## src/sv/rtpd_pkg.sv

```systemverilog
// Shared types, constants and the arctangent table for the rect-to-polar block.
// No dependencies.
`default_nettype none
package rtpd_pkg;

  localparam int unsigned AtanEntries = 24;
  localparam int unsigned SqrtSteps   = 16;
  localparam int unsigned QueueDepth  = 2;
  localparam int unsigned XyWidth     = 36;
  localparam int unsigned ZWidth      = 25;

  localparam logic signed [ZWidth-1:0] Deg90Q16 = 25'sd5898240;
  localparam logic signed [15:0]       Deg90Q7  = 16'sd11520;
  localparam logic signed [15:0]       Deg180Q7 = 16'sd23040;

  localparam logic [22:0] AtanDegQ16 [AtanEntries] = '{
    23'd2949120, 23'd1740967, 23'd919879, 23'd466945, 23'd234379, 23'd117304,
    23'd58666, 23'd29335, 23'd14668, 23'd7334, 23'd3667, 23'd1833,
    23'd917, 23'd458, 23'd229, 23'd115, 23'd57, 23'd29,
    23'd14, 23'd7, 23'd4, 23'd2, 23'd1, 23'd0
  };

  typedef enum logic [3:0] {
    CLS_ORIGIN,
    CLS_POS_IM,
    CLS_NEG_IM,
    CLS_POS_RE,
    CLS_NEG_RE,
    CLS_Q1,
    CLS_Q2,
    CLS_Q3,
    CLS_Q4
  } rtpd_cls_e;

  typedef struct packed {
    logic signed [15:0] real_part;
    logic signed [15:0] imag_part;
  } rtpd_in_t;

  typedef struct packed {
    logic [15:0]        magnitude;
    logic signed [15:0] angle_deg;
    logic               invalid;
  } rtpd_out_t;

  typedef struct packed {
    rtpd_cls_e   cls;
    logic [15:0] abs_re;
    logic [15:0] abs_im;
    logic [30:0] sq_re;
    logic [30:0] sq_im;
  } rtpd_job_t;

  typedef struct packed {
    rtpd_cls_e                 cls;
    logic signed [XyWidth-1:0] x;
    logic signed [XyWidth-1:0] y;
    logic signed [ZWidth-1:0]  z;
    logic [31:0]               rad;
    logic [19:0]               rem;
    logic [15:0]               root;
  } rtpd_stage_t;

endpackage
`default_nettype wire

```

## src/sv/rtpd_queue.sv

```systemverilog
// Short word queue between front end and back end.
// Depends on rtpd_pkg.
`default_nettype none
module rtpd_queue (
  input  wire logic               clk_i,
  input  wire logic               rst_ni,
  input  wire logic               push_i,
  output logic                    push_ready_o,
  input  wire rtpd_pkg::rtpd_job_t push_word_i,
  input  wire logic               pop_i,
  output logic                    pop_valid_o,
  output rtpd_pkg::rtpd_job_t     pop_word_o
);
  import rtpd_pkg::*;

  localparam int unsigned PtrW = $clog2(QueueDepth);

  rtpd_job_t          mem_q [QueueDepth];
  logic [PtrW-1:0]    wr_q, wr_d, rd_q, rd_d;
  logic [PtrW:0]      cnt_q, cnt_d;
  logic               do_push, do_pop;

  assign push_ready_o = cnt_q != (PtrW+1)'(QueueDepth);
  assign pop_valid_o  = cnt_q != '0;
  assign pop_word_o   = mem_q[rd_q];
  assign do_push      = push_i && push_ready_o;
  assign do_pop       = pop_i && pop_valid_o;

  always_comb begin
    wr_d  = do_push ? wr_q + 1'b1 : wr_q;
    rd_d  = do_pop ? rd_q + 1'b1 : rd_q;
    cnt_d = cnt_q + (PtrW+1)'(do_push) - (PtrW+1)'(do_pop);
  end

  always_ff @(posedge clk_i or negedge rst_ni) begin
    if (!rst_ni) begin
      wr_q  <= '0;
      rd_q  <= '0;
      cnt_q <= '0;
    end else begin
      wr_q  <= wr_d;
      rd_q  <= rd_d;
      cnt_q <= cnt_d;
    end
  end

  always_ff @(posedge clk_i) begin
    if (do_push) begin
      mem_q[wr_q] <= push_word_i;
    end
  end

`ifndef SYNTHESIS
  a_cnt_bound: assert property (@(posedge clk_i) disable iff (!rst_ni)
    cnt_q <= (PtrW+1)'(QueueDepth)) else $error("queue count overflow");
  a_ptr_gap: assert property (@(posedge clk_i) disable iff (!rst_ni)
    (cnt_q == '0 || cnt_q == (PtrW+1)'(QueueDepth)) |-> (wr_q == rd_q))
    else $error("queue pointers disagree with count");
`endif

endmodule
`default_nettype wire

```

## config.mk

```make
export PLATFORM = sky130hd
export DESIGN_NAME = rtpd_queue
export DESIGN_NICKNAME = d
export VERILOG_FILES = /design/src/sv/rtpd_pkg.sv /design/src/sv/rtpd_queue.sv
export SDC_FILE = /design/constraint.sdc
export NUM_CORES = 1
export LEC_CHECK = 0
export ABC_AREA = 0
export CORE_MARGIN = 4
export CORE_UTILIZATION = 50
export CTS_CLUSTER_DIAMETER = 120
export DETAILED_ROUTE_END_ITERATION = 12
export DONT_BUFFER_PORTS = 1
export GPL_TIMING_DRIVEN = 0
export PLACE_DENSITY_LB_ADDON = 0.05
export SYNTH_ARGS = -nofsm -noshare
export SYNTH_HDL_FRONTEND = slang
export SYNTH_SLANG_ARGS = --single-unit
```

## constraint.sdc

```tcl
create_clock -name clk_i -period 9.04 [get_ports clk_i]
set_input_delay 0 -clock clk_i [delete_from_list [all_inputs] [get_ports clk_i]]
set_output_delay 0 -clock clk_i [all_outputs]
set_load 0.005 [all_outputs]
```

== Yosys cells after proc, flatten, opt, wreduce, memory -nomap -nowiden ==
Memories as Yosys holds them, arrays and structs flattened.
Cells that the tools add are included.

* Logic and storage cells: 14
* RAM bits: 196
* Bits in registers: 4
* Memories kept: 1
* Output and inout bits: 100
* Bits of input ports: 102

* Reductions and logical operators: 3
* Mux-type cells: 2
* Equal/unequal tests: 1
* Add/subtract/negate cells: 4

{| class="wikitable"
|+ Memory list
! name !! words !! width !! read ports !! clocked after Yosys merged registers in !! wr ports !! line !! RTL
|-
| mem_q || 2 || 98 || 1 || 0 || 1 || rtpd_queue.sv:18 || <nowiki>rtpd_job_t mem_q [QueueDepth];</nowiki>
|}

{| class="wikitable"
|+ Operator list
! cell !! number
|-
| 1-bit adder, second input constant || 2
|-
| 2-bit by 1-bit adder with 2-bit output || 1
|-
| 1-bit logical AND || 2
|-
| 1-bit two-way mux || 2
|-
| 2-bit inequality test, second input constant || 1
|-
| 2-bit nonzero test || 1
|-
| 2-bit by 1-bit subtractor with 2-bit output || 1
|}

== Longest topological paths before layout ==
Gate-level depths: netlist (run 1).

* Depth after elaboration: 4
* Gate-level depth with buffers: 5
* Mapped depth without buffers: 5

== Worst setup path before layout (run 1) ==
No wires, ideal clock.

* Kind: register -> register
* From: register cnt_q[0]
* To: memory mem_q[0][0] (netlist name) (enable)
* Clock period less this slack: 5295 ps
* Setup slack: 3745 ps
* Cell stages (with the launch flop): 4
* Data arrival time: 4740 ps
* Buffers on the path: 0
* Required time: 8485 ps
* Library setup time: 555 ps
* Cells stage by stage: dfrtp_1 -> nand2b_1 -> nand2_1 -> nor2_1

* Cells in the longest elaborated chain, start to end: 4

{| class="wikitable"
|+ RTL lines
! what !! line !! RTL
|-
| start, declared || rtpd_queue.sv:20 || <nowiki>logic [PtrW:0] cnt_q, cnt_d;</nowiki>
|-
| start signal, assigned || rtpd_queue.sv:43 || <nowiki>cnt_q <= cnt_d;</nowiki>
|-
| 2-bit inequality test || rtpd_queue.sv:23 || <nowiki>assign push_ready_o = cnt_q != (PtrW+1)'(QueueDepth);</nowiki>
|-
| named net push_ready_o || rtpd_queue.sv:8 || <nowiki>output logic push_ready_o,</nowiki>
|-
| 1-bit logical AND || rtpd_queue.sv:26 || <nowiki>assign do_push = push_i && push_ready_o;</nowiki>
|-
| 1-bit two-way mux || rtpd_queue.sv:48 || <nowiki>if (do_push) begin</nowiki>
|-
| 1-bit two-way mux (implied by the code) || rtpd_queue.sv:49 || <nowiki>mem_q[wr_q] <= push_word_i;</nowiki>
|-
| end, declared || rtpd_queue.sv:18 ||
|}

The timed path passes the listed nets, and every way through them passes these cells.

== Final worst setup path (run 1) ==
* From: register cnt_q[0]
* To: memory mem_q[1][31] (netlist name) (enable)

Same word-level chain as after synthesis.

==> summary.txt, run 1 <==
Timing
  • Slew headroom: a little over half
  • Endpoints failing setup: 0
  • Hold Fails Final Rpt: 0
  • WHS: ~0.18 ns
  • Final TNS setup: 0 ns
  • Worst Tran Pin Value: 0.719 ns
  • RSZ-0062 raised after global routing: no
  • Fmax achieved: 478 MHz
  • Final period util: 23.1%
  • Clock Skew: approximately 0.008 ns
  • Min Clock Period, post-route: 2.09 ns
  • Slew Limit Fails: 0

Critical path
  • Worst r2r dst: mem_q[1][31]
  • Critical Path Fanout Max: 52
  • Reg2Reg Setup Slack: about 7 ns
  • Reg2reg path depth: 3
  • Cell chain of the critical path: nand2b_1 -> and3_4 -> buf_16
  • CP endpoint kind: flip-flop
  • Setup Crit Path Kind: flip-flop to flip-flop
  • Slowest stage delay, CP: 0.71 ns
  • Worst path bufs/invs: 1
  • Critical Path RT: between 9 and 10 ns
  • Crit-path slowest cell: and3_4
  • CP startpoint kind: flip-flop
  • Arr. time, crit path: 2.19 ns
  • Critical Path Source: cnt_q[0]
  • FF-to-FF Start: cnt_q[0]
  • Critical path's top delay family: simple AND/OR/NAND/NOR gates

GRT
  • Total global-route track usage: 16.3%
  • Largest net degree at the start of global routing: 53
  • GRT overflow: 0
  • Vias in the first global route: 3590
  • Initial antenna violation count: 0
  • First-pass GRT wire length: 19.8 mm

Die
  • Die ar.: 0.0166 mm²
  • CORE AREA: ~0.014 mm²
  • Die W: 129 µm
  • Initial core utilization: 51.9%
  • Num ports: 202
  • Die Ht: 129 µm
  • Row count: 43

Logic synthesis
  • Post-synthesis cell type count: 19
  • Flops & latches, synth: 200
  • Syn Inst Count: roughly 330
  • Mean Syn Cell Area: 22.4 µm²
  • Top post-synthesis cells by area: edfxtp_1 80%, mux2_2 14%, mux2_4 2.1%
  • Post-synth top area share: 80.4%
  • Synth Net Count: 430
  • Seq/Total Area, Yosys: between 80% and 90%
  • Synth warnings: 0
  • Yosys top cell by area: edfxtp_1
  • Mapped Area: 0.00732 mm²

Power
  • Psw: between 0.7 and 0.8 mW
  • Logic pwr share: between 20 and 30%
  • Total power: 2.72 mW
  • Sequential Power Share: around half
  • Power Density: between 200 and 300 mW/mm²
  • Pleak: 3.14 nW
  • Share of total power in the clock network: 26.3%
  • Worst vdd ir: 173 µV
  • Switch share: 27.6%
  • Power Internal: 1.97 mW

Route
  • Routed vias: 3379
  • WL final: 13.1 mm
  • Detailed Routing Iterations Pass 1: 4
  • ANT nets after route: 0
  • DR WL/cell: ~20 µm
  • Remaining DRCs: 0
  • First DRT Iteration DRCs: between 200 and 250
  • Via density: 5.24

Worst hold path
  • Hold depth: 1
  • Worst Hold Class: input pin to flip-flop
  • Hold Startpoint: push_i
  • Worst Hold End: mem_q[1][47]

Clock network
  • Postcts setup bufs: 0
  • # clock sinks: 200
  • Clock slew at the register clock pins of the worst setup and hold paths: ~0.070 ns
  • H-tree depth: 4
  • TritonCTS clock tree: yes
  • Clock Latency Late Sink: 0.42 ns
  • CTS Buf Count: 17
  • Clk root buf: clkbuf_16
  • Max clock buf depth: 2

Cells and area
  • Fill count: 972
  • Most frequent cells in the layout: 196 x edfxtp_1, 102 x dlygate4sd3_1, 88 x mux2_2
  • Layout cells sized above 1: about a third
  • Area growth syn-to-layout: 26.2%
  • Commonest non-fill, non-tap cell in the layout: edfxtp_1
  • Storage cell area: 0.00599 mm²
  • Ant diodes: 0
  • Nets: approximately 560
  • Area of the multi-input gates: about 0.0013 mm²

Run status
  • Status: complete, no violations

Placement
  • Count of input and output buffers: 0
  • HPWL Detailed: 8.55 mm
  • Routability congestion estimate: 0.674

Run
  • Max Cap Violations: 0
[power groups by stage]
| stage | clock [mW] | sequential [mW] | combinational, mW |
|---|---|---|---|
| detailed placement | 0 | 1.33 | 0.675 |
| global placement | 0 | 1.37 | 0.637 |
| finish | 0.716 | 1.31 | 0.694 |
| CTS | 0.738 | 1.31 | 0.720 |
| global route | 0.780 | 1.33 | 0.757 |
| floorplan | 0 | 1.35 | 0.490 |
[per-layer routing]
metal / share of wire [%] / routed length, µm / global-route usage [%]
met2: 52 / 6830 / 26.7
met1: 37 / 4840 / 18.7
met4: 1.9 / 254 / 6.36
met5: 0 / 0 / 0
met3: 9.2 / 1210 / 7.43
[worst reg2reg max path: stages (launching register included)]
cell and delay (ns):
dfrtp_1 0.44, nand2b_1 0.25, and3_4 0.71, buf_16 0.35
[synthesized netlist by cell type, drive strengths merged]
master,count
and3,1
buf,11
nand2,2
nand2b,1
nor2b,1
ha,1
or2,1
nand3,1
nor2,3
edfxtp,196
a32oi,1
xnor2,3
o21ai,1
dfrtp,4
a21bo,1
a211oi,1
mux2,98
[timing repair]
item / CTS / global route
hold buffers: 102 / 0
hold endpoints to repair: 214 / 0
resized for setup: 0 / 0
[kinds of logic after synthesis]
group	synth area share (%)
multiplexers	15.6
adder cells (fa/ha/maj)	0.171
AO/OA/AOI/OAI	0.427
buffers and inverters	1.01
flip-flops	81.8
XOR/XNOR	0.359
AND/OR/NAND/NOR	0.667
[worst max path at each step]
stage | endpoint | slack (ns) | depth (start not counted)
2_1_floorplan | mem_q[0][0] | 3.74 | 3
3_3_place_gp | mem_q[0][5] | 1.28 | 3
3_5_place_dp | mem_q[1][3] | 6.95 | 3
4_1_cts | mem_q[1][1] | 6.94 | 3
5_1_grt | mem_q[1][31] | 6.81 | 3
6_report | mem_q[1][31] | 6.95 | 3
[registers in the layout (all words and copies together), names as in the netlist]
name	cells
wr_q	1
cnt_q	2
rd_q	1
mem_q	196
[layout make-up]
class	count	area share (%)
clock buffers	17	4.61
flip-flops and latches	200	64.8
multi-input cells	116	13.8
well taps	180	2.44
plain buffers	11	0.799
repair buffers	106	12.0
clock inverters	15	1.57
[through the flow]
stage / setup WS, ns / util, % / cell area [µm²] / cells
global route: 6.81 / 65.5 / 9240 / 645
detailed placement: 6.95 / 54.2 / 7640 / 511
global placement: 1.28 / 53.5 / 7540 / 507
floorplan: 3.74 / - / 7320 / 327
finish: 6.95 / 65.5 / 9240 / 645
CTS: 6.94 / 65.5 / 9240 / 645
No activity file was read; power rests on OpenSTA's default activity.
==> run 2: changes to the inputs <==
==> constraint.sdc (replaced) <==
create_clock -name clk_i -period 2.1 [get_ports clk_i]
set_input_delay 0 -clock clk_i [delete_from_list [all_inputs] [get_ports clk_i]]
set_output_delay 0 -clock clk_i [all_outputs]
set_load 0.005 [all_outputs]
==> run 2 against run 1 <==
Power grew to 4.3 times the previous value. Highest routed layer unchanged. Largest cell class unchanged. Critical endpoint is now mem_q[1][68]. Non-clock buffer count is 4 higher. Largest power group unchanged. Final area is 0.49% higher. Wire length is 1.1% lower. Sequential share of layout area is 0.31 points lower.
==> summary.txt, run 2 (synthesized netlist as in run 1, its figures left out) <==
GRT
  • Largest net degree at the start of global routing: 39 (was 53)
  • First-pass GRT wire length: 19.8 mm (about the same)
  • GRT overflow: 0 (unchanged)
  • Vias in the first global route: 3667 (was 3590)
  • Initial antenna violation count: 0 (unchanged)
  • Total global-route track usage: 16.0% (was 16.3%)

Critical path
  • Setup Crit Path Kind: flip-flop to flip-flop (unchanged)
  • CP endpoint kind: flip-flop (unchanged)
  • CP Depth: 3 (unchanged)
  • Cell chain of the critical path: nand2b_4 -> and3_4 -> buf_12 (was nand2b_1 -> and3_4 -> buf_16)
  • FF-to-FF Start: cnt_q[0] (unchanged)
  • Worst r2r dst: mem_q[1][68] (was mem_q[1][31])
  • Critical path's top delay family: simple AND/OR/NAND/NOR gates (unchanged)
  • Critical Path Source: cnt_q[0] (unchanged)
  • Reg2reg path depth: 3 (unchanged)
  • Critical Path RT: 2.20 ns (was 9.14 ns)
  • Reg2Reg Setup Slack: 0.32 ns (was 6.95 ns)
  • Arr. time, crit path: 1.89 ns (was 2.19 ns)
  • Slowest stage delay, CP: 0.51 ns (was 0.71 ns)
  • Setup crit end: mem_q[1][68] (was mem_q[1][31])
  • Critical Path Fanout Max: 38 (was 52)
  • Crit-path slowest cell: and3_4 (unchanged)
  • CP startpoint kind: flip-flop (unchanged)
  • Worst path bufs/invs: 1 (unchanged)

Placement
  • Routability congestion estimate: 0.705 (was 0.674)
  • DP Worst Slack: -0.0000154 ns (was 6.95 ns)
  • Count of input and output buffers: 0 (unchanged)
  • Placed Area: 0.00770 mm² (was 0.00764 mm²)
  • HPWL Detailed: 8.48 mm (was 8.55 mm)
  • # placed instances: 512 (was 511)

Worst hold path
  • Hold depth: 4 (was 1)
  • Hold Startpoint: push_i (unchanged)
  • Worst Hold Class: input pin to flip-flop (unchanged)

Die
  • Row count: 43 (unchanged)
  • Die Ht: 129 µm (unchanged)
  • Die ar.: 0.0166 mm² (unchanged)
  • Die W: 129 µm (unchanged)
  • CORE AREA: 0.0141 mm² (unchanged)
  • Initial core utilization: 51.9% (unchanged)
  • Num ports: 202 (unchanged)

Clock network
  • Max clock buf depth: 2 (unchanged)
  • H-tree depth: 4 (unchanged)
  • # clock sinks: 200 (unchanged)
  • Clock Latency Late Sink: 0.41 ns (was 0.42 ns)
  • CTS Buf Count: 17 (unchanged)
  • Clk root buf: clkbuf_16 (unchanged)
  • Clock slew at the register clock pins of the worst setup and hold paths: 0.07 ns (about the same)
  • TritonCTS clock tree: yes (unchanged)

Cells and area
  • Final core utilization: 65.8% (was 65.5%)
  • Fin area: 0.00928 mm² (was 0.00924 mm²)
  • Most frequent cells in the layout: 196 x edfxtp_1, 102 x dlygate4sd3_1, 88 x mux2_2 (unchanged)
  • Commonest non-fill, non-tap cell in the layout: edfxtp_1 (unchanged)
  • Cell Count, Final, Fillers Out: 650 (was 645)
  • Ant diodes: 0 (unchanged)
  • Top Registers: mem_q: 196 flops, cnt_q: 2 flops (unchanged)
  • Most flop-heavy register: mem_q (unchanged)
  • Area growth syn-to-layout: 26.8% (was 26.2%)
  • Layout cells sized above 1: 31.9% (was 32.0%)
  • Max reg flops: 196 (unchanged)
  • Nets: 560 (was 555)

Route
  • Remaining DRCs: 0 (unchanged)
  • First DRT Iteration DRCs: 226 (was 246)
  • Metal-1 WL: 4.85 mm (was 4.84 mm)
  • DR WL/cell: 20.0 µm (was 20.4 µm)
  • Max layer used: met4 (unchanged)
  • Wire length on met2: 6.84 mm (was 6.83 mm)
  • Met3 wire length: 1.16 mm (was 1.21 mm)
  • Routed vias: 3445 (was 3379)
  • ANT nets after route: 0 (unchanged)
  • Via density: 5.30 (was 5.24)
  • WL final: 13.0 mm (was 13.1 mm)
  • Detailed Routing Iterations Pass 1: 4 (unchanged)

Timing
  • Final period util: 84.8% (was 23.1%)
  • Clock Skew: 0.00663 ns (was 0.00799 ns)
  • Setup slack after layout: 0.319 ns (was 6.95 ns)
  • Min Clock Period, post-route: 1.78 ns (was 2.09 ns)
  • Worst Tran Pin Value: 0.752 ns (was 0.719 ns)
  • Hold Fails Final Rpt: 0 (unchanged)
  • Slew headroom: 49.8% (was 52.1%)
  • Slew Limit Fails: 0 (unchanged)
  • RSZ-0062 raised after global routing: no (unchanged)
  • Endpoints failing setup: 0 (unchanged)
  • Fmax achieved: 562 MHz (was 478 MHz)

Run status
  • Status: complete, no violations (unchanged)

Power
  • Pleak: 3.15 nW (was 3.14 nW)
  • Total power: 11.6 mW (was 2.72 mW)
  • Worst vdd ir: 720 µV (was 173 µV)
  • Power Density: 1250 mW/mm² (was 295 mW/mm²)

Run
  • Max Cap Violations: 0 (unchanged)
-- run 2: area by class of cell --
class | count | area, µm²
buffer | 11 | 73.8
clock buffer | 19 | 433
clock inverter | 13 | 82.6
fill | 954 | 4810
multi-input combinational | 117 | 1290
sequential | 200 | 5990
tap | 180 | 225
timing repair buffer | 110 | 1190
-- run 2: report_power, final --
| group | leakage, nW | internal [mW] | total (mW) | switching (mW) |
|---|---|---|---|---|
| Clock | 0.243 | 1.50 | 2.81 | 1.31 |
| Combinational | 1.04 | 1.49 | 3.13 | 1.63 |
| Sequential | 1.87 | 5.44 | 5.65 | 0.207 |
| Total | 3.15 | 8.43 | 11.6 | 3.15 |
-- run 2: tightest hold or removal path, stage by stage --
cell and delay (ns):
nor2b_1 0.12, a211oi_1 0.06, nor2_1 0.10, ha_1 0.12
-- run 2: how the worst min path moves through the flow --
stage	endpoint	slack (ns)
2_1_floorplan	cnt_q[0]	-0.30
3_3_place_gp	cnt_q[0]	-0.30
3_5_place_dp	cnt_q[0]	-0.30
4_1_cts	cnt_q[0]	0.007
5_1_grt	cnt_q[0]	0.06
6_report	cnt_q[0]	0.03
-- run 2: per-layer routing --
layer	up-vias	GRT usage [%]
met5	-	0
met2	128	26.6
met4	0	5.74
li1	1567	-
met1	1739	18.5
met3	11	6.81
-- run 2: through the flow --
step / setup TNS (ns) / hold slack, ns
6_report: 0 / 0.0267
5_1_grt: 0 / 0.0563
4_1_cts: 0 / 0.00710
3_5_place_dp: -0.0000351 / -0.295
3_3_place_gp: -200.28 / -0.295
2_1_floorplan: -56.33 / -0.296
-- run 2: timing repair --
item | in CTS | in global routing
endpoints found under the setup margin | 38 | 20
hold buffers | 102 | 0
cloned | 1 | 0
pin swaps | 1 | 1
endpoints found under the hold margin | 219 | 0
buffers inserted | 0 | 3
gates resized for setup | 0 | 0
==> run 3: changes to the inputs <==
==> constraint.sdc (replaced) <==
create_clock -name clk_i -period 1.76 [get_ports clk_i]
set_input_delay 0 -clock clk_i [delete_from_list [all_inputs] [get_ports clk_i]]
set_output_delay 0 -clock clk_i [all_outputs]
set_load 0.005 [all_outputs]
==> run 3 against run 2 <==
Non-clock buffer count did not move. Sequential power is 19% higher. Die area did not move. Clock-buffer cell count stayed put. Setup slack lost 0.18 ns. Clock skew barely moved. Register-to-register slack got worse by 0.18 ns. Combinational power is 20% higher. Clock power increased by 20%. Via count decreased by 0.73%. Maximum frequency up 9.7%. Sequential share of layout area shrank 0.078 points.
==> summary.txt, run 3 (synthesized netlist as in run 1, its figures left out) <==
Timing
  • Setup slack after layout: 0.136 ns (was 0.319 ns)
  • Slew Limit Fails: 0 (unchanged)
  • Slew headroom: 70.0% (was 49.8%)
  • Fmax achieved: 616 MHz (was 562 MHz)
  • Worst Tran Pin Value: 0.450 ns (was 0.752 ns)
  • Final TNS setup: 0 ns (unchanged)
  • Hold Fails Final Rpt: 0 (unchanged)
  • Clock Skew: 0.00696 ns (was 0.00663 ns)
  • Min Clock Period, post-route: 1.62 ns (was 1.78 ns)
  • WHS: 0.0276 ns (was 0.0267 ns)
  • RSZ-0062 raised after global routing: no (unchanged)
  • Endpoints failing setup: 0 (unchanged)
  • Final period util: 92.3% (was 84.8%)

Placement
  • DP Worst Slack: -0.340 ns (was -0.0000154 ns)
  • Routability congestion estimate: 0.705 (unchanged)
  • Count of input and output buffers: 0 (unchanged)
  • # placed instances: 512 (unchanged)
  • HPWL Detailed: 8.48 mm (unchanged)

Cells and area
  • Max reg flops: 196 (unchanged)
  • Top Registers: mem_q: 196 flops, cnt_q: 2 flops (unchanged)
  • Nets: 561 (was 560)
  • Area growth syn-to-layout: 27.0% (was 26.8%)
  • Cell Count, Final, Fillers Out: 651 (was 650)
  • Ant diodes: 0 (unchanged)
  • Layout cells sized above 1: 32.1% (was 31.9%)
  • Commonest non-fill, non-tap cell in the layout: edfxtp_1 (unchanged)
  • Most flop-heavy register: mem_q (unchanged)
  • Most frequent cells in the layout: 196 x edfxtp_1, 102 x dlygate4sd3_1, 88 x mux2_2 (unchanged)

Clock network
  • Clk root buf: clkbuf_16 (unchanged)
  • CTS Buf Count: 17 (unchanged)
  • H-tree depth: 4 (unchanged)
  • Clock Latency Late Sink: 0.41 ns (about the same)
  • TritonCTS clock tree: yes (unchanged)
  • Max clock buf depth: 2 (unchanged)
  • Clock slew at the register clock pins of the worst setup and hold paths: 0.07 ns (about the same)
  • # clock sinks: 200 (unchanged)

Die
  • Row count: 43 (unchanged)
  • Num ports: 202 (unchanged)
  • Initial core utilization: 51.9% (unchanged)
  • Die ar.: 0.0166 mm² (unchanged)
  • CORE AREA: 0.0141 mm² (unchanged)
  • Die Ht: 129 µm (unchanged)
  • Die W: 129 µm (unchanged)

Route
  • Via density: 5.25 (was 5.30)
  • WL final: 13.2 mm (was 13.0 mm)
  • Routed vias: 3420 (was 3445)
  • DR WL/cell: 20.3 µm (was 20.0 µm)
  • Remaining DRCs: 0 (unchanged)
  • Detailed Routing Iterations Pass 1: 4 (unchanged)
  • First DRT Iteration DRCs: 228 (was 226)
  • ANT nets after route: 0 (unchanged)

Critical path
  • Critical Path RT: 1.86 ns (was 2.20 ns)
  • CP endpoint kind: flip-flop (unchanged)
  • CP startpoint kind: flip-flop (unchanged)
  • Setup Crit Path Kind: flip-flop to flip-flop (unchanged)
  • Arr. time, crit path: 1.73 ns (was 1.89 ns)
  • Reg2Reg Setup Slack: 0.14 ns (was 0.32 ns)
  • Critical Path Fanout Max: 38 (unchanged)
  • FF-to-FF Start: cnt_q[0] (unchanged)
  • Worst r2r dst: mem_q[1][39] (was mem_q[1][68])
  • Reg2reg path depth: 3 (unchanged)

Run status
  • Status: complete, no violations (unchanged)

Power
  • Pleak: 3.16 nW (was 3.15 nW)
  • Switch share: 27.3% (was 27.2%)
  • Power Density: 1490 mW/mm² (was 1250 mW/mm²)
  • Power Internal: 10.1 mW (was 8.43 mW)
  • Psw: 3.79 mW (was 3.15 mW)
  • Sequential Power Share: 48.7% (was 48.8%)
  • Worst vdd ir: 862 µV (was 720 µV)
  • Total power: 13.9 mW (was 11.6 mW)
  • Share of total power in the clock network: 24.2% (about the same)
  • Logic pwr share: 27.1% (was 27.0%)

GRT
  • GRT overflow: 0 (unchanged)
  • Total global-route track usage: 16.3% (was 16.0%)
  • Initial antenna violation count: 0 (unchanged)
  • Vias in the first global route: 3677 (was 3667)
  • First-pass GRT wire length: 20.1 mm (was 19.8 mm)
  • Largest net degree at the start of global routing: 39 (unchanged)

Worst hold path
  • Hold Startpoint: push_i (unchanged)
  • Worst Hold Class: input pin to flip-flop (unchanged)
  • Hold depth: 4 (unchanged)
  • Worst Hold End: cnt_q[0] (unchanged)

Run
  • Max Cap Violations: 0 (unchanged)
run 3: cell types whose count changed in the layout (fill, tap and decap cells not counted):
cell    previous run  this run
and3_4             1         2
run 3: layer usage:
| metal | vias to the layer above | share of wire [%] | track usage (%) |
|---|---|---|---|
| li1 | 1570 | - | - |
| met1 | 1705 | 37 | 18.9 |
| met2 | 129 | 52 | 27.4 |
| met3 | 16 | 9.1 | 6.89 |
| met4 | 0 | 1.4 | 5.74 |
| met5 | - | 0 | 0 |
run 3: critical path, cell delays in order, from the launching register on:
cell	delay (ns)
dfrtp_1	0.44
nand2b_4	0.22
and3_4	0.36
buf_12	0.27
run 3: power groups by stage:
stage               sequential (mW)  combinational, mW  clock (mW)
floorplan                      6.82               2.55           0
global placement               6.89               3.30           0
detailed placement             6.85               3.55           0
CTS                            6.75               3.89        3.46
global route                   6.84               4.10        3.67
finish                         6.74               3.76        3.36
run 3: how the worst max path moves through the flow:
stage	startpoint	end	slack [ns]
floorplan	cnt_q[0]	mem_q[0][0]	-0.74
global placement	cnt_q[0]	mem_q[0][75]	-1.56
detailed placement	cnt_q[0]	mem_q[1][71]	-0.34
CTS	cnt_q[0]	mem_q[1][54]	0.0004
global route	rd_q	pop_word_o[43]	0.03
finish	cnt_q[0]	mem_q[1][39]	0.14
run 3: through the flow:
| step | instance area [µm²] | util (%) |
|---|---|---|
| detailed placement | 7700 | 54.6 |
| global placement | 7570 | 53.7 |
| finish | 9290 | 65.9 |
| floorplan | 7340 | - |
| global route | 9290 | 65.9 |
| CTS | 9290 | 65.9 |
run 3: layout make-up:
cell class	instances	area [µm²]
Timing Repair Buffer	110	1190
Sequential cell	200	5990
Clock inverter	13	82.6
Buffer	11	73.8
Fill cell	958	4800
Clock buffer	19	433
Tap cell	180	225
Multi-Input combinational cell	118	1310
run 3: timing repair:
action / in CTS / in global routing
hold buffers: 102 / 0
gates resized for setup: 0 / 1
endpoints found under the setup margin: 181 / 30
endpoints found under the hold margin: 204 / 0
pin swaps: 2 / 0
gates cloned: 2 / 0
buffers inserted: 3 / 0
