==> src/sv/rtpd_pkg.sv <==
// Shared types, constants and the arctangent table for the rect-to-polar block.
// No dependencies.
`default_nettype none
package rtpd_pkg;

  localparam int unsigned AtanEntries = 24;
  localparam int unsigned SqrtSteps   = 16;
  localparam int unsigned QueueDepth  = 2;
  localparam int unsigned XyWidth     = 36;
  localparam int unsigned ZWidth      = 25;

  localparam logic signed [ZWidth-1:0] Deg90Q16 = 25'sd5898240;
  localparam logic signed [15:0]       Deg90Q7  = 16'sd11520;
  localparam logic signed [15:0]       Deg180Q7 = 16'sd23040;

  localparam logic [22:0] AtanDegQ16 [AtanEntries] = '{
    23'd2949120, 23'd1740967, 23'd919879, 23'd466945, 23'd234379, 23'd117304,
    23'd58666, 23'd29335, 23'd14668, 23'd7334, 23'd3667, 23'd1833,
    23'd917, 23'd458, 23'd229, 23'd115, 23'd57, 23'd29,
    23'd14, 23'd7, 23'd4, 23'd2, 23'd1, 23'd0
  };

  typedef enum logic [3:0] {
    CLS_ORIGIN,
    CLS_POS_IM,
    CLS_NEG_IM,
    CLS_POS_RE,
    CLS_NEG_RE,
    CLS_Q1,
    CLS_Q2,
    CLS_Q3,
    CLS_Q4
  } rtpd_cls_e;

  typedef struct packed {
    logic signed [15:0] real_part;
    logic signed [15:0] imag_part;
  } rtpd_in_t;

  typedef struct packed {
    logic [15:0]        magnitude;
    logic signed [15:0] angle_deg;
    logic               invalid;
  } rtpd_out_t;

  typedef struct packed {
    rtpd_cls_e   cls;
    logic [15:0] abs_re;
    logic [15:0] abs_im;
    logic [30:0] sq_re;
    logic [30:0] sq_im;
  } rtpd_job_t;

  typedef struct packed {
    rtpd_cls_e                 cls;
    logic signed [XyWidth-1:0] x;
    logic signed [XyWidth-1:0] y;
    logic signed [ZWidth-1:0]  z;
    logic [31:0]               rad;
    logic [19:0]               rem;
    logic [15:0]               root;
  } rtpd_stage_t;

endpackage
`default_nettype wire

==> src/sv/rtpd_front.sv <==
// Front end: classification, absolute values and squares into the job register.
// Depends on rtpd_pkg.
`default_nettype none
module rtpd_front (
  input  wire logic              clk_i,
  input  wire logic              rst_ni,
  input  wire logic              in_valid_i,
  output logic                   in_ready_o,
  input  wire rtpd_pkg::rtpd_in_t in_word_i,
  output logic                   job_valid_o,
  input  wire logic              job_ready_i,
  output rtpd_pkg::rtpd_job_t    job_o
);
  import rtpd_pkg::*;

  logic      valid_q, valid_d;
  rtpd_job_t job_q, job_d;
  logic signed [16:0] re_s, im_s;
  logic [15:0] abs_re, abs_im;
  logic [31:0] sq_re, sq_im;

  assign in_ready_o  = !valid_q || job_ready_i;
  assign job_valid_o = valid_q;
  assign job_o       = job_q;

  always_comb begin
    re_s   = {in_word_i.real_part[15], in_word_i.real_part};
    im_s   = {in_word_i.imag_part[15], in_word_i.imag_part};
    abs_re = re_s[16] ? 16'(-re_s) : 16'(re_s);
    abs_im = im_s[16] ? 16'(-im_s) : 16'(im_s);
    sq_re  = abs_re * abs_re;
    sq_im  = abs_im * abs_im;
    job_d.abs_re = abs_re;
    job_d.abs_im = abs_im;
    job_d.sq_re  = sq_re[30:0];
    job_d.sq_im  = sq_im[30:0];
    priority if (re_s == '0 && im_s == '0) begin
      job_d.cls = CLS_ORIGIN;
    end else if (re_s == '0) begin
      job_d.cls = im_s[16] ? CLS_NEG_IM : CLS_POS_IM;
    end else if (im_s == '0) begin
      job_d.cls = re_s[16] ? CLS_NEG_RE : CLS_POS_RE;
    end else if (!re_s[16] && !im_s[16]) begin
      job_d.cls = CLS_Q1;
    end else if (re_s[16] && !im_s[16]) begin
      job_d.cls = CLS_Q2;
    end else if (re_s[16]) begin
      job_d.cls = CLS_Q3;
    end else begin
      job_d.cls = CLS_Q4;
    end
  end

  always_comb begin
    valid_d = valid_q;
    if (in_ready_o) begin
      valid_d = in_valid_i;
    end
  end

  always_ff @(posedge clk_i or negedge rst_ni) begin
    if (!rst_ni) begin
      valid_q <= 1'b0;
    end else begin
      valid_q <= valid_d;
    end
  end

  always_ff @(posedge clk_i) begin
    if (in_ready_o && in_valid_i) begin
      job_q <= job_d;
    end
  end

endmodule
`default_nettype wire

==> config.mk <==
export PLATFORM = sky130hd
export DESIGN_NAME = rtpd_front
export DESIGN_NICKNAME = d
export VERILOG_FILES = /design/src/sv/rtpd_pkg.sv /design/src/sv/rtpd_front.sv
export SDC_FILE = /design/constraint.sdc
export NUM_CORES = 1
export LEC_CHECK = 0
export BUFFER_PORTS_ARGS = -buffer_cell sky130_fd_sc_hd__buf_2
export CELL_PAD_IN_SITES_DETAIL_PLACEMENT = 0
export CELL_PAD_IN_SITES_GLOBAL_PLACEMENT = 2
export CORE_MARGIN = 1
export CORE_UTILIZATION = 41
export CTS_CLUSTER_DIAMETER = 30
export CTS_CLUSTER_SIZE = 40
export DETAILED_ROUTE_END_ITERATION = 10
export PLACE_DENSITY_LB_ADDON = 0.08
export SKIP_LAST_GASP = 1
export SLEW_MARGIN = 15
export SYNTH_ARGS = -nofsm -noshare
export SYNTH_HDL_FRONTEND = slang
export SYNTH_SLANG_ARGS = --single-unit
==> constraint.sdc <==
create_clock -name clk_i -period 4.2 [get_ports clk_i]
set_input_delay 0.42 -clock clk_i [delete_from_list [all_inputs] [get_ports clk_i]]
set_output_delay 0.42 -clock clk_i [all_outputs]
set_load 0.01 [all_outputs]
After elaboration in Yosys (flattened, before gate mapping):

Cells that the tools add are included.

* add/sub/neg operators: 2
* multipliers: 2
* muxes and demuxes: 9
* reductions and logical operators: 10

Operators by type and width (number)
* $mul 16x16->31: 2
* $logic_not 17->1: 2
* $mux 16: 2
* $neg 16->16: 2
* $mux 4: 5
* $logic_and 1x1->1: 4
* $logic_not 1->1: 3
* $mux 3: 1
* $mux 2: 1
* $logic_or 1x1->1: 1

* register bits after elaboration: 99
* input port bits: 36
* output and inout port bits: 100

Longest topological paths before layout:

Gate-level depths: netlist (run 1).

* word-level depth: 6
* gate-level depth with buffers: 32
* mapped depth without buffers: 31

Worst setup path before layout (run 1):

No wires, ideal clock.

* kind: input port to flip-flop
* from: in in_word_i[0] (netlist name)
* to: reg job_q, in the netlist job_o[30], data pin
* arrival: 7.340 ns
* required time: 3.940 ns
* slack: -3.399 ns
* stages on the path: 29
* path buffers: 1
* path through: inv_2 clkbuf_1 ha_1 nand2_1 o41ai_1 xor2_1 clkinv_1 nand2_1 inv_1 fa_1 inv_1 fa_1 inv_1 fa_1 fa_1 fa_1 inv_1 fa_1 inv_1 ha_1 a21o_1 a21oi_1 o21bai_1 or3_1 o21ai_2 o31ai_4 a221o_1 a21oi_1 xnor2_1

RTL lines
* from (decl): line rtpd_front.sv:9 `input wire rtpd_pkg::rtpd_in_t in_word_i,`
* to (signal assigned): line rtpd_front.sv:71 `job_q <= job_d;`
* to (decl): line rtpd_front.sv:17 `rtpd_job_t job_q, job_d;`

==> results_tabular.tex, run 1 <==
\begin{tabular}{lr}
\hline
Metric & Value \\
\hline
\multicolumn{2}{l}{\textbf{Floorplan}} \\
\quad Starting density of the core & 0.415 \\
\quad Total I/O pin count & around 140 \\
\quad Floorplan row count & between 70 and 80 \\
\quad Chip width & 208 um \\
\quad Core Box Area & 41900 sq um \\
\quad Total Die Area & between 40000 and 50000 sq um \\
\quad Die height & a little over 200 um \\
\multicolumn{2}{l}{\textbf{Yosys}} \\
\quad Proportion of synthesized area in mux cells & 0 \\
\quad Top-count cell post-synth & sky130\_fd\_sc\_hd\_\_inv\_1 \\
\quad Fraction of synthesis flops using an asynchronous set or reset pin & 0.0105 \\
\quad Cells after synthesis & roughly 1800 \\
\quad Area leader, netlist & sky130\_fd\_sc\_hd\_\_fa\_1 \\
\quad Synthesized-area fraction occupied by xor and xnor cells & 0.0473 \\
\quad FF+latch count, synth & between 90 and 100 \\
\quad Top cells by count, synth & sky130\_fd\_sc\_hd\_\_inv\_1, sky130\_fd\_sc\_hd\_\_fa\_1, sky130\_fd\_sc\_hd\_\_ha\_1 \\
\quad Synthesized-area fraction occupied by and/or/nand/nor cells & 0.0972 \\
\quad Main synth FF type & sky130\_fd\_sc\_hd\_\_edfxtp\_1 \\
\quad Sequential-to-total area share from yosys stat & 0.164 \\
\quad Adder-Cell Fraction of Synth Area & 0.515 \\
\quad Synthesis Warnings & 0 \\
\quad Compound-cell area share of the yosys netlist & 0.0619 \\
\quad Synth unique cells & 62 \\
\quad Largest family of logic cells by synthesized area & adder cells \\
\quad Synth Cell Area & around 17000 sq um \\
\quad Post-synthesis area per instance & 9.74 sq um \\
\quad Largest cells by area after synthesis & sky130\_fd\_sc\_hd\_\_fa\_1, sky130\_fd\_sc\_hd\_\_edfxtp\_1, sky130\_fd\_sc\_hd\_\_ha\_1 \\
\quad Post-synth EDFFs & 94 \\
\quad Area share of the leading cell type in the synthesized netlist & 0.376 \\
\multicolumn{2}{l}{\textbf{Timing}} \\
\quad Remaining max-slew budget at the tightest pin & 0.629 \\
\quad Number of setup violations in the final report & 50 \\
\quad Final Hold Fails & 0 \\
\quad Min cycle time layout & around 7000 ps \\
\quad Unrepaired setup endpoints after global routing & true \\
\quad Measured slew at the worst slew-check pin & 556 ps \\
\quad Clock tree skew after final layout & between 8 and 9 ps \\
\quad Number of pins with negative max-slew slack in the final report & 0 \\
\quad Period Utilization, post-route & 1.65 \\
\quad Setup slack after layout & -2730 ps \\
\quad Fmax & 144 MHz \\
\multicolumn{2}{l}{\textbf{Route}} \\
\quad Remaining antenna violation count & 0 \\
\quad Drt drc & 0 \\
\quad DR WL/cell & 15.4 um \\
\quad Vias & 13800 \\
\quad Vias per cell & between 4 and 5 \\
\quad Post-Route WL & around 45000 um \\
\quad DR iter-0 viols & $\sim$380 \\
\quad Length of the first detailed-routing pass in iterations & 4 \\
\multicolumn{2}{l}{\textbf{Global routing}} \\
\quad Antenna violations before repair & 0 \\
\quad Total routing resource utilization after global routing & 0.220 \\
\quad Total gr overflow & 0 \\
\quad Vias in the first global route & $\sim$15000 \\
\quad Global-route wire length before repair & 73500 um \\
\quad Largest net degree at the start of global routing & 38 \\
\multicolumn{2}{l}{\textbf{Critical path}} \\
\quad Setup crit end kind & flop \\
\quad Required time worst endpoint & $\sim$4300 ps \\
\quad Worst setup SP type & primary input \\
\quad Arrival time worst endpoint & around 7100 ps \\
\quad Crit path kind & in2reg \\
\quad Crit-path max FO & 3 \\
\multicolumn{2}{l}{\textbf{Cells and area}} \\
\quad Diodes inserted & 0 \\
\quad Layout Cells excl Fill & roughly 3000 \\
\quad Share of post-route cells with drive strength above 1 & 0.395 \\
\quad Layout overhead on the synthesized area & 43.4\% \\
\quad Post-route cell area & 24900 sq um \\
\quad Fill cell count & 3722 \\
\quad Final nets & approximately 3000 \\
\multicolumn{2}{l}{\textbf{Place}} \\
\quad Cell area after placement & 22700 sq um \\
\quad Estimated wirelength of the detail-placed design & between 30000 and 40000 um \\
\quad Port Buf Inserts & about 130 \\
\quad Final RePlAce weighted congestion & 0.881 \\
\quad Number of cells after detailed placement & 2849 \\
\quad Pre-CTS WS & -3280 ps \\
\multicolumn{2}{l}{\textbf{Clocking}} \\
\quad Clk pin slew, worst setup/hold paths & about 80 ps \\
\quad Max Buffers Root-to-Sink & 2 \\
\quad Root buf cell & sky130\_fd\_sc\_hd\_\_clkbuf\_16 \\
\quad Clock latency reported for the late side of the worst-skew pair & $\sim$390 ps \\
\quad TritonCTS clock tree & yes \\
\quad Num CTS Buffers & 9 \\
\quad Depth of the CTS H-tree & 3 \\
\quad Clock sinks & 95 \\
\multicolumn{2}{l}{\textbf{Worst hold path}} \\
\quad Worst hold-check path type & in2reg \\
\multicolumn{2}{l}{\textbf{Outcome}} \\
\quad Violations in the final reports & negative setup slack \\
\quad Run status & finished, violations left \\
\multicolumn{2}{l}{\textbf{Run}} \\
\quad Reported max-cap violation count & 0 \\
\hline
\end{tabular}
[what timing repair did]
action	CTS	global route
gates resized for setup	188	84
endpoints found under the setup margin	50	50
pin swaps	110	76
hold buffers	1	0
gates cloned	0	0
endpoints found under the hold margin	1	0
buffers inserted	76	27
[registers in the layout (all words and copies together), names as in the netlist]
| register | cells |
|---|---|
| job_o | 94 |
| job_valid_o | 1 |
[critical path: stages]
cell                       delay [ps]
sky130_fd_sc_hd__buf_6             90
sky130_fd_sc_hd__or4_4            560
sky130_fd_sc_hd__nor4_4           150
sky130_fd_sc_hd__buf_4            180
sky130_fd_sc_hd__buf_6            100
sky130_fd_sc_hd__a31oi_4           70
sky130_fd_sc_hd__xnor2_2          220
sky130_fd_sc_hd__clkinv_2         150
sky130_fd_sc_hd__buf_6            150
sky130_fd_sc_hd__nand2_1           80
sky130_fd_sc_hd__fa_1             450
sky130_fd_sc_hd__fa_1             490
sky130_fd_sc_hd__inv_1             50
sky130_fd_sc_hd__fa_1             480
sky130_fd_sc_hd__fa_1             560
sky130_fd_sc_hd__fa_1             560
sky130_fd_sc_hd__inv_1             50
sky130_fd_sc_hd__fa_1             510
sky130_fd_sc_hd__inv_2             50
sky130_fd_sc_hd__ha_4             230
sky130_fd_sc_hd__a21oi_4          160
sky130_fd_sc_hd__o21bai_4          80
sky130_fd_sc_hd__or3_4            350
sky130_fd_sc_hd__o21ai_4          230
sky130_fd_sc_hd__o31ai_4           90
sky130_fd_sc_hd__a221o_1          360
sky130_fd_sc_hd__a21oi_2          130
sky130_fd_sc_hd__xnor2_1           70
[per-stage QoR]
step	TNS, ps	hold WS [ps]	util
5_1_grt	-108520	220	0.595
3_5_place_dp	-121910	196	0.542
3_3_place_gp	-119760	195	0.542
4_1_cts	-96170	204	0.582
2_1_floorplan	-94060	124	-
6_report	-98910	227	0.595
[metal layers]
metal | up-vias | routed length, um | global-route usage
li1 | 6659 | - | -
met1 | 6938 | 20900 | 0.310
met2 | 162 | 22300 | 0.358
met3 | 32 | 1400 | 0.0290
met4 | 0 | 730 | 0.0587
met5 | - | 0 | 0
[cells by family after synthesis]
family,count (synthesis)
other cells,2
simple gates,396
buf+inv,522
flops,95
compound gates,159
fa+ha+maj,519
xor+xnor,89
[layout make-up]
| cell class | count | area (sq um) | share of cell area |
|---|---|---|---|
| Multi-Input combinational cell | 1187 | 14400 | 0.580 |
| Timing Repair Buffer | 623 | 4690 | 0.188 |
| Sequential cell | 95 | 2850 | 0.114 |
| Inverter | 493 | 1930 | 0.0775 |
| Tap cell | 539 | 674 | 0.0271 |
| Clock buffer | 9 | 225 | 0.00905 |
| Clock inverter | 7 | 86.3 | 0.00347 |
[layout by cell type, fill, tap and decap left out, drive strengths merged, types with 4 or more instances in the layout]
| cell | count |
|---|---|
| buf | 622 |
| inv | 485 |
| fa | 326 |
| ha | 193 |
| nand2 | 168 |
| nor2 | 152 |
| edfxtp | 94 |
| xnor2 | 59 |
| a21oi | 49 |
| xor2 | 30 |
| o21ai | 26 |
| conb | 24 |
| a21o | 22 |
| nor3 | 19 |
| nand3 | 16 |
| clkinv | 13 |
| o21bai | 10 |
| a31oi | 10 |
| o21a | 9 |
| clkbuf | 9 |
| o31ai | 8 |
| nor2b | 7 |
| a211oi | 7 |
| nand2b | 7 |
| and3 | 7 |
| o41ai | 5 |
| and2 | 4 |
[final timing paths]
check | start | end | slack (ps) | depth (start not counted)
worst max-delay path | in_word_i[6] | job_o[30]$_DFFE_PP_ | -2730 | 28
worst min-delay path | in_valid_i | job_valid_o$_DFFE_PN0N_ | 230 | 2
worst max register to register | job_valid_o$_DFFE_PN0N_ | job_o[75]$_DFFE_PP_ | 2260 | 3
worst min register to register | job_valid_o$_DFFE_PN0N_ | job_valid_o$_DFFE_PN0N_ | 540 | 2
max in group asynchronous | rst_ni | job_valid_o$_DFFE_PN0N_ | 3790 | 2
min in group asynchronous | rst_ni | job_valid_o$_DFFE_PN0N_ | 330 | 2
Power of run 1 is not shown: default switching activity piles up to over one toggle a cycle in this logic, so the estimate is an artifact.
==> run 2: changes to the inputs <==
--- a/config.mk
+++ b/config.mk
@@ -14,6 +14,7 @@
 export CTS_CLUSTER_SIZE = 40
 export DETAILED_ROUTE_END_ITERATION = 10
 export PLACE_DENSITY_LB_ADDON = 0.08
+export SETUP_SLACK_MARGIN = 0.02
 export SKIP_LAST_GASP = 1
 export SLEW_MARGIN = 15
 export SYNTH_ARGS = -nofsm -noshare
==> run 2 against run 1 <==
Effect of this change:
- the flow still finishes with violations (negative setup slack)
- sequential share of layout area down 0.18 points
- clock skew up 5.3 ps
- core utilization is 0.97 points higher
- routed wire length grew 2.8%
- flip-flop and latch count did not move
- register-to-register slack improved by 40 ps
- highest routed layer unchanged
- global-route usage grew 0.44 points
- maximum frequency grew 0.63%
- design area grew 1.6%
- setup slack gained 43 ps
- non-clock buffer count up 15
==> results_tabular.tex, run 2 (synthesis results as in run 1) <==
\begin{tabular}{lr}
\hline
Metric & Value \\
\hline
\multicolumn{2}{l}{\textbf{Outcome}} \\
\quad Run status & finished, violations left \\
\quad Violations in the final reports & negative setup slack \\
\multicolumn{2}{l}{\textbf{Global routing}} \\
\quad Total routing resource utilization after global routing & 0.224 \\
\quad Largest net degree at the start of global routing & 36 \\
\quad Vias in the first global route & between 10000 and 15000 \\
\quad Total gr overflow & 0 \\
\quad Global-route wire length before repair & approximately 75000 um \\
\quad Antenna violations before repair & 0 \\
\multicolumn{2}{l}{\textbf{Timing}} \\
\quad Number of pins with negative max-slew slack in the final report & 0 \\
\quad Clock tree skew after final layout & approximately 14 ps \\
\quad Fmax & between 100 and 150 MHz \\
\quad Period Utilization, post-route & 1.64 \\
\quad Remaining max-slew budget at the tightest pin & 0.642 \\
\quad Setup slack after layout & -2680 ps \\
\quad Unrepaired setup endpoints after global routing & true \\
\quad Number of setup violations in the final report & 50 \\
\quad Final Hold Fails & 0 \\
\quad Worst hold slack after final layout & 217 ps \\
\quad Measured slew at the worst slew-check pin & between 500 and 600 ps \\
\quad Min cycle time layout & between 6000 and 7000 ps \\
\quad Setup Total Neg Slack & -100660 ps \\
\multicolumn{2}{l}{\textbf{Critical path}} \\
\quad Depth of the worst register-to-register path & 3 \\
\quad Worst R2R End & job\_o[52]\$\_DFFE\_PP\_ \\
\quad Worst setup SP type & primary input \\
\quad Worst path top cell family by delay & adder cells \\
\quad Most repeated library cell on the critical path & sky130\_fd\_sc\_hd\_\_fa\_1 \\
\quad Setup crit end kind & flop \\
\quad R2r setup slk & approximately 2300 ps \\
\quad CP max stage delay & roughly 540 ps \\
\quad Capture point of the critical path & job\_o[61]\$\_DFFE\_PP\_ \\
\quad CP Launch Point & in\_word\_i[24] \\
\quad Arrival time worst endpoint & roughly 7000 ps \\
\quad Depth of the critical timing path with buffers and inverters included & 25 \\
\quad Required time worst endpoint & 4340 ps \\
\quad Max stage delay cell, worst path & sky130\_fd\_sc\_hd\_\_or4\_4 \\
\quad Origin of the critical flop-to-flop path & job\_valid\_o\$\_DFFE\_PN0N\_ \\
\quad Buf/Inv on CP & 6 \\
\quad Crit-path max FO & 7 \\
\quad Crit path kind & in2reg \\
\multicolumn{2}{l}{\textbf{Cells and area}} \\
\quad Most common cell after layout, fill and taps aside & sky130\_fd\_sc\_hd\_\_buf\_4 \\
\quad Highest-count cells in the layout ignoring fill and taps & sky130\_fd\_sc\_hd\_\_buf\_4, sky130\_fd\_sc\_hd\_\_inv\_1, sky130\_fd\_sc\_hd\_\_fa\_1 \\
\quad Diodes inserted & 0 \\
\quad Post-route cell area & between 20000 and 30000 sq um \\
\quad Share of post-route cells with drive strength above 1 & 0.415 \\
\quad Final nets & about 3000 \\
\quad Flip-flop count of the largest register, all copies and words added & 94 \\
\quad Layout overhead on the synthesized area & 45.8\% \\
\multicolumn{2}{l}{\textbf{Floorplan}} \\
\quad Floorplan row count & 75 \\
\quad Die height & between 200 and 250 um \\
\quad Total I/O pin count & approximately 140 \\
\quad Total Die Area & about 43000 sq um \\
\quad Starting density of the core & 0.415 \\
\quad Core Box Area & about 42000 sq um \\
\quad Chip width & just over 200 um \\
\multicolumn{2}{l}{\textbf{Route}} \\
\quad Post-Route WL & between 40000 and 50000 um \\
\quad Met3 routed WL & 1620 um \\
\quad Remaining antenna violation count & 0 \\
\quad Vias per cell & 4.71 \\
\quad DR top layer & met4 \\
\quad DR WL/cell & around 16 um \\
\quad Drt drc & 0 \\
\quad Length of the first detailed-routing pass in iterations & 4 \\
\quad DR iter-0 viols & approximately 540 \\
\quad Routed metal-1 wirelength & 21400 um \\
\quad Amount of wire on met2 after detailed routing & 22900 um \\
\quad Vias & about 14000 \\
\multicolumn{2}{l}{\textbf{Place}} \\
\quad Final RePlAce weighted congestion & a little under 0.9 \\
\quad Port Buf Inserts & 133 \\
\quad Cell area after placement & between 20000 and 25000 sq um \\
\quad Estimated wirelength of the detail-placed design & a little under 40000 um \\
\multicolumn{2}{l}{\textbf{Clocking}} \\
\quad Clock latency reported for the late side of the worst-skew pair & 400 ps \\
\quad Num CTS Buffers & 9 \\
\quad Root buf cell & sky130\_fd\_sc\_hd\_\_clkbuf\_16 \\
\quad TritonCTS clock tree & yes \\
\quad Clk pin slew, worst setup/hold paths & 80 ps \\
\quad Depth of the CTS H-tree & 3 \\
\quad Clock sinks & 95 \\
\quad Max Buffers Root-to-Sink & 2 \\
\multicolumn{2}{l}{\textbf{Run}} \\
\quad Reported max-cap violation count & 0 \\
\multicolumn{2}{l}{\textbf{Worst hold path}} \\
\quad Worst hold-check path type & in2reg \\
\hline
\end{tabular}
[run 2: cell types whose count changed in the layout (fill, tap and decap cells not counted), sizes merged]
cell	delta
clkinv	-1
clkbuf	+1
inv	+2
buf	+14
[run 2: how the worst min path moves through the flow]
stage	from	to	slack, ps	cells past startpoint
global route	in_valid_i	job_valid_o$_DFFE_PN0N_	210	2
CTS	in_valid_i	job_valid_o$_DFFE_PN0N_	200	2
global placement	rst_ni	job_valid_o$_DFFE_PN0N_	190	1
finish	in_valid_i	job_valid_o$_DFFE_PN0N_	220	2
detailed placement	rst_ni	job_valid_o$_DFFE_PN0N_	200	1
floorplan	rst_ni	job_valid_o$_DFFE_PN0N_	120	0
[run 2: timing repair]
action | CTS | global route
setup endpoints to repair | 50 | 50
endpoints found under the hold margin | 1 | 0
hold buffers | 1 | 0
cloned | 1 | 0
pin swaps | 82 | 106
resized for setup | 186 | 165
buffers inserted | 68 | 43
[run 2: metal layers]
layer | GRT usage | up-vias
met4 | 0.0493 | 0
met3 | 0.0298 | 31
li1 | - | 6686
met2 | 0.368 | 193
met1 | 0.317 | 7070
met5 | 0 | -
[run 2: cell type report]
class                   instances  area, sq um
flip-flops and latches         95         2850
repair buffers                638         4860
repair inverters                1         7.51
clock inverters                 7         62.6
well taps                     539          674
fillers                      3613        16600
inverters                     493         1920
clock buffers                   9          225
multi-input cells            1187        14700
[run 2: metrics by stage]
stage | worst slack, ps | instances | util
2_1_floorplan | -2870 | 1804 | -
3_3_place_gp | -3300 | 2854 | 0.544
3_5_place_dp | -3320 | 2854 | 0.544
4_1_cts | -2680 | 2934 | 0.582
5_1_grt | -2900 | 2969 | 0.604
6_report | -2680 | 2969 | 0.604
Power of run 2 is left out for the same reason.
==> run 3: changes to the inputs <==
--- a/config.mk
+++ b/config.mk
@@ -11,9 +11,9 @@
 export CORE_MARGIN = 1
 export CORE_UTILIZATION = 41
 export CTS_CLUSTER_DIAMETER = 30
-export CTS_CLUSTER_SIZE = 40
+export CTS_CLUSTER_SIZE = 14
 export DETAILED_ROUTE_END_ITERATION = 10
-export PLACE_DENSITY_LB_ADDON = 0.08
+export PLACE_DENSITY_LB_ADDON = 0.05
 export SETUP_SLACK_MARGIN = 0.02
 export SKIP_LAST_GASP = 1
 export SLEW_MARGIN = 15
==> run 3 against run 2 <==
Effect of this change:
- non-clock buffer count rose by 15
- largest cell class unchanged
- final cell count rose by 0.51%
- hold slack improved by 23 ps
- the run still ends with negative setup slack left
- routed wire length rose by 2.9%
- setup slack got worse by 72 ps
- flip-flop and latch count did not move
- global-route usage rose by 0.38 points
- design area rose by 0.68%
- maximum frequency fell by 1.0%
==> results_tabular.tex, run 3 (synthesis results as in run 1) <==
\begin{tabular}{lr}
\hline
Metric & Value \\
\hline
\multicolumn{2}{l}{\textbf{Outcome}} \\
\quad Run status & finished, violations left \\
\quad Violations in the final reports & negative setup slack \\
\multicolumn{2}{l}{\textbf{Timing}} \\
\quad Clock tree skew after final layout & approximately 13 ps \\
\quad Number of setup violations in the final report & just under 50 \\
\quad Period Utilization, post-route & 1.66 \\
\quad Final Hold Fails & 0 \\
\quad Fmax & 144 MHz \\
\quad Worst hold slack after final layout & roughly 240 ps \\
\quad Unrepaired setup endpoints after global routing & true \\
\quad Remaining max-slew budget at the tightest pin & 0.377 \\
\quad Number of pins with negative max-slew slack in the final report & 0 \\
\quad Setup slack after layout & -2750 ps \\
\quad Measured slew at the worst slew-check pin & approximately 930 ps \\
\quad Min cycle time layout & 6950 ps \\
\quad Setup Total Neg Slack & -101650 ps \\
\multicolumn{2}{l}{\textbf{Route}} \\
\quad Routed metal-1 wirelength & 21500 um \\
\quad Remaining antenna violation count & 0 \\
\quad Drt drc & 0 \\
\quad DR WL/cell & approximately 16 um \\
\quad Met3 routed WL & about 1300 um \\
\quad Vias & approximately 14000 \\
\quad DR iter-0 viols & about 380 \\
\quad DR top layer & met5 \\
\quad Post-Route WL & 47900 um \\
\quad Length of the first detailed-routing pass in iterations & 5 \\
\quad Amount of wire on met2 after detailed routing & $\sim$24000 um \\
\quad Vias per cell & between 4 and 5 \\
\multicolumn{2}{l}{\textbf{Clocking}} \\
\quad TritonCTS clock tree & yes \\
\quad Depth of the CTS H-tree & 3 \\
\quad Root buf cell & sky130\_fd\_sc\_hd\_\_clkbuf\_16 \\
\quad Clock latency reported for the late side of the worst-skew pair & roughly 400 ps \\
\quad Clk pin slew, worst setup/hold paths & approximately 90 ps \\
\quad Num CTS Buffers & 9 \\
\quad Clock sinks & between 90 and 100 \\
\quad Max Buffers Root-to-Sink & 2 \\
\multicolumn{2}{l}{\textbf{Global routing}} \\
\quad Total routing resource utilization after global routing & 0.228 \\
\quad Total gr overflow & 0 \\
\quad Vias in the first global route & around 15000 \\
\quad Antenna violations before repair & 1 \\
\quad Largest net degree at the start of global routing & 65 \\
\quad Global-route wire length before repair & around 76000 um \\
\multicolumn{2}{l}{\textbf{Cells and area}} \\
\quad Diodes inserted & 0 \\
\quad Share of post-route cells with drive strength above 1 & 0.420 \\
\quad Most common cell after layout, fill and taps aside & sky130\_fd\_sc\_hd\_\_buf\_4 \\
\quad Final nets & 2995 \\
\quad Highest-count cells in the layout ignoring fill and taps & sky130\_fd\_sc\_hd\_\_buf\_4, sky130\_fd\_sc\_hd\_\_inv\_1, sky130\_fd\_sc\_hd\_\_fa\_1 \\
\quad Layout overhead on the synthesized area & 46.7\% \\
\quad Flip-flop count of the largest register, all copies and words added & 94 \\
\multicolumn{2}{l}{\textbf{Floorplan}} \\
\quad Total Die Area & 43200 sq um \\
\quad Floorplan row count & 75 \\
\quad Die height & a little over 200 um \\
\quad Starting density of the core & 0.415 \\
\quad Chip width & 208 um \\
\quad Total I/O pin count & 136 \\
\quad Core Box Area & 41900 sq um \\
\multicolumn{2}{l}{\textbf{Critical path}} \\
\quad Buf/Inv on CP & 8 \\
\quad Arrival time worst endpoint & 7120 ps \\
\quad Worst path top cell family by delay & adder cells \\
\quad Worst setup SP type & primary input \\
\quad Max stage delay cell, worst path & sky130\_fd\_sc\_hd\_\_fa\_1 \\
\quad Setup crit end kind & flop \\
\quad Crit-path max FO & 4 \\
\quad Most repeated library cell on the critical path & sky130\_fd\_sc\_hd\_\_fa\_1 \\
\quad CP max stage delay & between 500 and 600 ps \\
\quad Required time worst endpoint & 4360 ps \\
\quad Crit path kind & in2reg \\
\multicolumn{2}{l}{\textbf{Place}} \\
\quad Estimated wirelength of the detail-placed design & 39700 um \\
\quad Final RePlAce weighted congestion & just under 0.9 \\
\quad Pre-CTS WS & -3310 ps \\
\quad Port Buf Inserts & between 100 and 150 \\
\multicolumn{2}{l}{\textbf{Run}} \\
\quad Reported max-cap violation count & 0 \\
\multicolumn{2}{l}{\textbf{Worst hold path}} \\
\quad Worst hold-check path type & in2reg \\
\hline
\end{tabular}
run 3: cell types whose count changed in the layout (fill, tap and decap cells not counted), sizes merged:
cell    change
buf        +16
clkinv      -3
bufinv      +2
clkbuf      -1
inv         +1
run 3: metrics by stage:
| stage | cell area, sq um | cells | util |
|---|---|---|---|
| after floorplan | 18600 | 1804 | - |
| after detailed placement | 22800 | 2855 | 0.544 |
| after global routing | 25500 | 2984 | 0.609 |
| after global placement | 22800 | 2855 | 0.544 |
| final | 25500 | 2984 | 0.609 |
| after CTS | 24400 | 2934 | 0.584 |
run 3: repair_timing:
action / CTS / global route
gates resized for setup: 198 / 156
setup buffers: 62 / 58
endpoints found under the setup margin: 50 / 50
endpoints found under the hold margin: 1 / 0
hold buffers: 1 / 0
cloned: 1 / 0
pin swaps: 129 / 112
run 3: worst register-to-register path, stage by stage (launching register included):
cell                       delay (ps)
sky130_fd_sc_hd__dfrtp_1          380
sky130_fd_sc_hd__nand2b_1         110
sky130_fd_sc_hd__and2_4           770
sky130_fd_sc_hd__buf_4            470
run 3: final timing paths:
kind                                          from  depth (start not counted)                 endpoint  slack [ps]
max                                  in_word_i[23]                         29      job_o[57]$_DFFE_PP_       -2750
min                                     in_valid_i                          2  job_valid_o$_DFFE_PN0N_         240
max reg2reg                job_valid_o$_DFFE_PN0N_                          3      job_o[81]$_DFFE_PP_        2160
min reg2reg                job_valid_o$_DFFE_PN0N_                          2  job_valid_o$_DFFE_PN0N_         540
max in group asynchronous                   rst_ni                          2  job_valid_o$_DFFE_PN0N_        3800
min in group asynchronous                   rst_ni                          2  job_valid_o$_DFFE_PN0N_         320
run 3: layout make-up:
type                    count  area (sq um)
well taps                 539           674
clock inverters             7          77.6
flip-flops and latches     95          2850
clock buffers               9           225
fillers                  3656         16400
inverters                 493          1920
repair buffers            653          5030
repair inverters            1          7.51
multi-input cells        1187         14700
run 3: layer usage:
| metal | GRT usage | vias to the layer above |
|---|---|---|
| li1 | - | 6717 |
| met1 | 0.309 | 7086 |
| met2 | 0.388 | 176 |
| met3 | 0.0242 | 37 |
| met4 | 0.0639 | 2 |
| met5 | 0 | - |
Power of run 3 is left out for the same reason.
